<file path="config.mk">
export PLATFORM = sky130hd
export DESIGN_NAME = circle_window_span_generator
export DESIGN_NICKNAME = d
export VERILOG_FILES = /design/src/rtl/cwsg_pkg.sv /design/src/rtl/cwsg_front.sv /design/src/rtl/cwsg_sqrt_stage.sv /design/src/rtl/circle_window_span_generator.sv
export SDC_FILE = /design/constraint.sdc
export NUM_CORES = 1
export LEC_CHECK = 0
export ABC_CLOCK_PERIOD_IN_PS = 10800
export BUFFER_PORTS_ARGS = -buffer_cell sky130_fd_sc_hd__buf_4
export CORE_UTILIZATION = 65
export CTS_CLUSTER_SIZE = 16
export DETAILED_ROUTE_END_ITERATION = 16
export GPL_TIMING_DRIVEN = 0
export PLACE_DENSITY = 0.94
export SLEW_MARGIN = 10
export SYNTH_ARGS = -nofsm -noshare
export SYNTH_HDL_FRONTEND = slang
export SYNTH_SLANG_ARGS = --single-unit
</file>
<file path="constraint.sdc">
create_clock -name clk_i -period 10.8 [get_ports clk_i]
set_clock_uncertainty 0.2 [all_clocks]
set_input_delay 2.7 -clock clk_i [delete_from_list [all_inputs] [get_ports clk_i]]
set_output_delay 2.7 -clock clk_i [all_outputs]
set_load 0.02 [all_outputs]
</file>
<file path="src/rtl/cwsg_pkg.sv">
// ----------------------------------------------------------------------------
// cwsg_pkg
// Shared types, register codes and the square root step used by the circle
// window span pipeline.
// ----------------------------------------------------------------------------
package cwsg_pkg;

  localparam int unsigned PixW  = 8;
  localparam int unsigned ProdW = 2 * PixW;
  localparam int unsigned RemW  = PixW + 2;

  localparam logic [PixW-1:0] PixMax = '1;

  // Configuration register indexes
  typedef enum logic [1:0] {
    REG_CENTER_X = 2'd0,
    REG_RADIUS   = 2'd1
  } reg_idx_e;

  // Square root working set that travels down the pipeline
  typedef struct packed {
    logic              in_win;
    logic [ProdW-1:0]  rad;
    logic [RemW-1:0]   rem;
    logic [PixW-1:0]   root;
  } sq_t;

  // One restoring step: bring down two radicand bits, settle one root bit
  function automatic sq_t sqrt_step(sq_t a);
    sq_t             r;
    logic [RemW-1:0] rem_n;
    logic [RemW-1:0] trial;
    r      = a;
    rem_n  = {a.rem[RemW-3:0], a.rad[ProdW-1 -: 2]};
    trial  = {a.root, 2'b01};
    r.rad  = {a.rad[ProdW-3:0], 2'b00};
    if (rem_n >= trial) begin
      r.rem  = rem_n - trial;
      r.root = {a.root[PixW-2:0], 1'b1};
    end else begin
      r.rem  = rem_n;
      r.root = {a.root[PixW-2:0], 1'b0};
    end
    return r;
  endfunction

endpackage

</file>
<file path="src/rtl/cwsg_front.sv">
// ----------------------------------------------------------------------------
// cwsg_front
// Folds the line onto the upper half, finds the offset into the circle and
// forms the squared half width t*(2r-t) over two register stages.
// ----------------------------------------------------------------------------
module cwsg_front #(
  parameter int unsigned HALF_LINES = 96
) (
  input  logic                       clk_i,
  input  logic                       rst_ni,
  input  logic                       valid_i,
  output logic                       ready_o,
  input  logic [cwsg_pkg::PixW-1:0]  line_i,
  input  logic [cwsg_pkg::PixW-1:0]  radius_i,
  output logic                       valid_o,
  input  logic                       ready_i,
  output cwsg_pkg::sq_t              data_o
);
  import cwsg_pkg::*;

  localparam logic [PixW:0] HalfL = (PixW+1)'(HALF_LINES);
  localparam logic [PixW:0] TwoH  = (PixW+1)'(2 * HALF_LINES);

  // Stage A: fold and offset
  logic            a_valid_q;
  logic            a_inside_q, a_inside_d;
  logic [PixW-1:0] a_t_q, a_t_d;
  logic [PixW:0]   a_m_q, a_m_d;
  logic            a_ready;

  // Stage B: product
  logic             b_valid_q;
  logic             b_inside_q;
  logic [ProdW-1:0] b_prod_q, b_prod_d;

  logic [PixW:0] line_w;
  logic [PixW:0] k_w;
  logic [PixW:0] kr_w;

  always_comb begin
    line_w = {1'b0, line_i};
    if (line_w >= HalfL) begin
      k_w = TwoH - (PixW+1)'(1) - line_w;
    end else begin
      k_w = line_w;
    end
    kr_w       = k_w + {1'b0, radius_i};
    a_inside_d = (line_w < TwoH) && (kr_w >= HalfL);
    a_t_d      = PixW'(kr_w - HalfL);
    a_m_d      = {radius_i, 1'b0} - {1'b0, a_t_d};
  end

  assign b_prod_d = ProdW'({{PixW{1'b0}}, a_t_q} * {{(PixW-1){1'b0}}, a_m_q});

  assign a_ready = !b_valid_q || ready_i;
  assign ready_o = !a_valid_q || a_ready;

  always_ff @(posedge clk_i or negedge rst_ni) begin
    if (!rst_ni) begin
      a_valid_q <= 1'b0;
      b_valid_q <= 1'b0;
    end else begin
      if (ready_o) begin
        a_valid_q <= valid_i;
      end
      if (a_ready) begin
        b_valid_q <= a_valid_q;
      end
    end
  end

  always_ff @(posedge clk_i) begin
    if (ready_o && valid_i) begin
      a_inside_q <= a_inside_d;
      a_t_q      <= a_t_d;
      a_m_q      <= a_m_d;
    end
    if (a_ready && a_valid_q) begin
      b_inside_q <= a_inside_q;
      b_prod_q   <= b_prod_d;
    end
  end

  assign valid_o = b_valid_q;

  always_comb begin
    data_o        = '0;
    data_o.in_win = b_inside_q;
    data_o.rad    = b_prod_q;
  end

endmodule

</file>
<file path="src/rtl/cwsg_sqrt_stage.sv">
// ----------------------------------------------------------------------------
// cwsg_sqrt_stage
// One pipeline stage of the digit-by-digit square root: settles two root
// bits and registers the working set.
// ----------------------------------------------------------------------------
module cwsg_sqrt_stage (
  input  logic           clk_i,
  input  logic           rst_ni,
  input  logic           valid_i,
  output logic           ready_o,
  input  cwsg_pkg::sq_t  data_i,
  output logic           valid_o,
  input  logic           ready_i,
  output cwsg_pkg::sq_t  data_o
);
  import cwsg_pkg::*;

  logic valid_q;
  sq_t  data_q, data_d;

  assign data_d  = sqrt_step(sqrt_step(data_i));
  assign ready_o = !valid_q || ready_i;

  always_ff @(posedge clk_i or negedge rst_ni) begin
    if (!rst_ni) begin
      valid_q <= 1'b0;
    end else if (ready_o) begin
      valid_q <= valid_i;
    end
  end

  always_ff @(posedge clk_i) begin
    if (ready_o && valid_i) begin
      data_q <= data_d;
    end
  end

  assign valid_o = valid_q;
  assign data_o  = data_q;

endmodule

</file>
<file path="src/rtl/circle_window_span_generator.sv">
// ----------------------------------------------------------------------------
// circle_window_span_generator
// Left and right window bounds for each scanline of a circular window.
// ----------------------------------------------------------------------------
// Throughput: one line per cycle unless out_stall_i holds the pipeline; the
// square root runs as four two-bit stages behind a fold stage and a multiply
// stage, then a clamp/output register.
// Reset: pipeline empties, center_x returns to 128 and radius to 0.
// ----------------------------------------------------------------------------
module circle_window_span_generator #(
  parameter int unsigned HALF_LINES = 96
) (
  input  logic                       clk_i,
  input  logic                       rst_ni,
  // configuration write channel
  input  logic                       cfg_valid_i,
  output logic                       cfg_ready_o,
  input  logic [1:0]                 cfg_index_i,
  input  logic [cwsg_pkg::PixW-1:0]  cfg_data_i,
  // line request channel
  input  logic                       in_valid_i,
  output logic                       in_stall_o,
  input  logic [cwsg_pkg::PixW-1:0]  line_i,
  // span result channel
  output logic                       out_valid_o,
  input  logic                       out_stall_i,
  output logic [cwsg_pkg::PixW-1:0]  left_edge_o,
  output logic [cwsg_pkg::PixW-1:0]  right_edge_o
);
  import cwsg_pkg::*;

  localparam int unsigned NumSq = PixW / 2;

  logic [PixW-1:0] center_x_q;
  logic [PixW-1:0] radius_q;

  assign cfg_ready_o = 1'b1;

  always_ff @(posedge clk_i or negedge rst_ni) begin
    if (!rst_ni) begin
      center_x_q <= PixW'(128);
      radius_q   <= '0;
    end else if (cfg_valid_i && cfg_ready_o) begin
      unique case (cfg_index_i)
        REG_CENTER_X: center_x_q <= cfg_data_i;
        REG_RADIUS:   radius_q   <= cfg_data_i;
        default: ;
      endcase
    end
  end

  logic            front_ready;
  logic [NumSq:0]  sq_valid;
  logic [NumSq:0]  sq_ready;
  sq_t             sq_data [NumSq+1];

  cwsg_front #(
    .HALF_LINES (HALF_LINES)
  ) u_front (
    .clk_i    (clk_i),
    .rst_ni   (rst_ni),
    .valid_i  (in_valid_i),
    .ready_o  (front_ready),
    .line_i   (line_i),
    .radius_i (radius_q),
    .valid_o  (sq_valid[0]),
    .ready_i  (sq_ready[0]),
    .data_o   (sq_data[0])
  );

  assign in_stall_o = !front_ready;

  for (genvar g = 0; g < NumSq; g++) begin : g_sqrt
    cwsg_sqrt_stage u_stage (
      .clk_i   (clk_i),
      .rst_ni  (rst_ni),
      .valid_i (sq_valid[g]),
      .ready_o (sq_ready[g]),
      .data_i  (sq_data[g]),
      .valid_o (sq_valid[g+1]),
      .ready_i (sq_ready[g+1]),
      .data_o  (sq_data[g+1])
    );
  end

  // Clamp and output register
  logic            out_valid_q;
  logic [PixW-1:0] left_q, left_d;
  logic [PixW-1:0] right_q, right_d;
  logic [PixW:0]   sum_w;
  logic [PixW-1:0] s_w;
  logic            out_ready;

  assign out_ready        = !out_valid_q || !out_stall_i;
  assign sq_ready[NumSq]  = out_ready;

  always_comb begin
    s_w   = sq_data[NumSq].root;
    sum_w = {1'b0, center_x_q} + {1'b0, s_w};
    if (!sq_data[NumSq].in_win) begin
      left_d  = '0;
      right_d = '0;
    end else begin
      left_d  = (center_x_q >= s_w) ? (center_x_q - s_w) : '0;
      right_d = sum_w[PixW] ? PixMax : sum_w[PixW-1:0];
    end
  end

  always_ff @(posedge clk_i or negedge rst_ni) begin
    if (!rst_ni) begin
      out_valid_q <= 1'b0;
    end else if (out_ready) begin
      out_valid_q <= sq_valid[NumSq];
    end
  end

  always_ff @(posedge clk_i) begin
    if (out_ready && sq_valid[NumSq]) begin
      left_q  <= left_d;
      right_q <= right_d;
    end
  end

  assign out_valid_o  = out_valid_q;
  assign left_edge_o  = left_q;
  assign right_edge_o = right_q;

endmodule
</file>
==> impl_metrics.csv <==
group,metric,value,unit
status,status,"complete, no violations",
sta,setup_ws,4.119,ns
routing,first_pass_iters,6,
routing,routed-wl-met3,1.441,mm
clocking,cts_resized,0,
sta,finalHoldViolations,0,
clocking,cts_tree,"built",
synthesis,ys_ff_latch,144,
sta,period_minus_slack,6.681,ns
floorplan,chipHeight,127.8,um
synthesis,ys_types,73,
global_route,grt_max_degree,24,
clocking,postCtsSetupBuffers,0,
min_path,min_path_type,"reg2reg",
critical_path,r2r_slack,5.41,ns
synthesis,yosysMostFrequentCell,"inv_1",
final_layout,final_area,11460,sq um
routing,wl_met1,8.504,mm
final_layout,drive_gt1_share,11.67,%
critical_path,r2r-start,"u_front.a_m_q[0]",
clocking,cts_hold_buf,0,
critical_path,path_max_fanout,4,
routing,ant_nets,0,
min_path,hp-start,"u_front.b_prod_q[3]",
global_route,grt_pass1_wl,37.43,mm
synthesis,ys_seq_area_share,40.94,%
synthesis,synthCells,947,
clocking,htree_levels,4,
clocking,cts_root_buffer,"clkbuf_16",
routing,avgViaCountPerCell,6.083,
routing,drtIter0Drc,639,
routing,drc_errors,0,
synthesis,yosysTopAreaCellShare,35.33,%
sta,tightest_slew,0.9071,ns
placement,pre_cts_slack,4.021,ns
routing,dr_wl_met2,11.96,mm
synthesis,syn-num-nets,1120,
sta,maxSlewHeadroom,39.52,%
global_route,first_global_vias,7836,
final_layout,syn2layout_area_growth,11.49,%
global_route,antenna_found_initial,0,
placement,place.gp.congestion,0.8956,
synthesis,syn-cell-area,10280,sq um
floorplan,num_rows,45,
sta,fin_tns_setup,0,ns
floorplan,die-area,16330,sq um
critical_path,required,7.90,ns
routing,routed.top_layer,"met4",
sta,period_share,61.86,%
floorplan,start_util,67.15,%
critical_path,start_kind,"input port",
clocking,clk_latency,0.43,ns
critical_path,reg2regPathDepth,18,
clocking,clkSinkCount,144,
critical_path,endpoint,"in_stall_o",
critical_path,crit_arrival,3.78,ns
clocking,cts.clk_slew.worst_paths,0.07,ns
final_layout,diodes,0,
critical_path,crit_chain,"buf_4 -> nand4_1 -> inv_1 -> and3_1 -> nand3_1 -> inv_1 -> buf_4",
synthesis,yosys.area.top_type,"edfxtp_1",
routing,post_drt_wl_per_cell,18.54,um
global_route,grt_overflow_total,0,
synthesis,synthTopCellsByCount,"inv_1, edfxtp_1, ha_1",
critical_path,cp-end-kind,"primary output",
critical_path,cpPeakStageDelay,0.27,ns
run,drv_cap,0,
critical_path,crit_type,"in2out",
sta,max_freq,149.7,MHz
floorplan,die-width,127.8,um
critical_path,critPathSlowestCell,"and3_1",
synthesis,synth.avg_cell_area,10.86,sq um
placement,hpwl,15.61,mm
synthesis,synth_edf_count,121,
placement,portBuffers,40,
sta,slew_violations,0,
sta,grt_setup_unrepaired,"no",
synthesis,ys_warn_count,0,
final_layout,fin_nets,1180,
critical_path,r2r-end,"u_front.b_prod_q[14]",
critical_path,startpoint,"out_stall_i",
synthesis,synthTopCellsByArea,"edfxtp_1, ha_1, fa_1",
routing,wirelength,22.83,mm
clocking,numCtsBuffers,17,
routing,vias,7488,
synthesis,ys.flop_type,"edfxtp_1",
floorplan,io_pins,42,
global_route,grtUsageTotal,29.79,%
synthesis,async_flop_share,15.97,%
clocking,clock_path_buffers,2,
placement,place_area,10870,sq um
sta,finalSetupViolCount,0,
floorplan,core,15310,sq um
==> logic make-up after synthesis <==
group                    count (synthesis)  synth area share, %
AO/OA/AOI/OAI                          168                10.91
XOR/XNOR                                67                5.706
adder cells (fa/ha/maj)                150                21.46
buffers and inverters                  138                5.110
flip-flops                             144                40.94
multiplexers                            25                2.725
other                                    1              0.03647
AND/OR/NAND/NOR                        254                13.10
==> cell type report <==
| class | instances | area (sq um) |
|---|---|---|
| Buffer | 10 | 45.04 |
| Clock buffer | 17 | 425.4 |
| Clock inverter | 15 | 165.2 |
| Fill cell | 877 | 3850 |
| Inverter | 128 | 480.5 |
| Multi-Input combinational cell | 665 | 5559 |
| Sequential cell | 144 | 4210 |
| Tap cell | 211 | 264.0 |
| Timing Repair Buffer | 41 | 315.3 |
==> cell usage in the layout, fill, tap and decap left out, types with 5 or more instances in the layout <==
cell       count
inv_1        124
edfxtp_1     121
ha_1         106
and2_1        61
a21oi_1       59
nor2_1        54
xnor2_1       47
fa_1          44
nand2_1       43
buf_4         41
o21ai_0       23
dfrtp_1       22
nor3_1        21
xor2_1        20
mux2_2        19
clkbuf_16     17
nand2b_1      16
a21o_1        15
nor2b_1       12
o21a_1        10
nand3_1       10
o21bai_1       8
o211ai_1       7
o21ai_1        6
clkbuf_1       6
and3_1         6
a31oi_1        6
nor4_1         5
inv_6          5
==> sequential cells by signal (all words and copies together) (netlist names), 4 cells and up <==
| name | count |
|---|---|
| g_sqrt.u_stage.data_o | 71 |
| u_front.b_prod_q | 16 |
| u_front.a_m_q | 9 |
| center_x_q | 8 |
| left_edge_o | 8 |
| radius_q | 8 |
| right_edge_o | 8 |
| u_front.a_t_q | 7 |
| g_sqrt.u_stage.valid_o | 4 |
==> worst min path at each step <==
stage / to / cells past startpoint / slack [ns]
after CTS: g_sqrt[0].u_stage.data_o[25] / 0 / 0.22
after global routing: g_sqrt[1].u_stage.data_o[34] / 0 / 0.22
after floorplan: g_sqrt[0].u_stage.data_o[22] / 0 / 0.20
after global placement: g_sqrt[0].u_stage.data_o[29] / 0 / 0.20
final: g_sqrt[0].u_stage.data_o[25] / 0 / 0.22
after detailed placement: g_sqrt[2].u_stage.data_o[34] / 0 / 0.21
==> worst max-delay path, delay by kind of cell <==
family	cells	cell delay, ns
buf+inv	4	0.47
simple gates	3	0.62
==> through the flow <==
stage | std cells | hold slack, ns | util [%]
after floorplan | 947 | 0.2003 | -
after global placement | 1198 | 0.2008 | 70.83
after detailed placement | 1199 | 0.2052 | 70.97
after CTS | 1231 | 0.2215 | 74.83
after global routing | 1231 | 0.2219 | 74.86
final | 1231 | 0.2216 | 74.86
==> layer usage <==
metal	GRT usage, %	up-vias
met2	53.80	371
met3	6.302	97
met5	0	-
li1	-	3408
met4	15.78	0
met1	32.89	3612
Power is left out: the tool's default activity adds up to more than one toggle a clock period on the data nets, which glitch-free logic cannot reach.
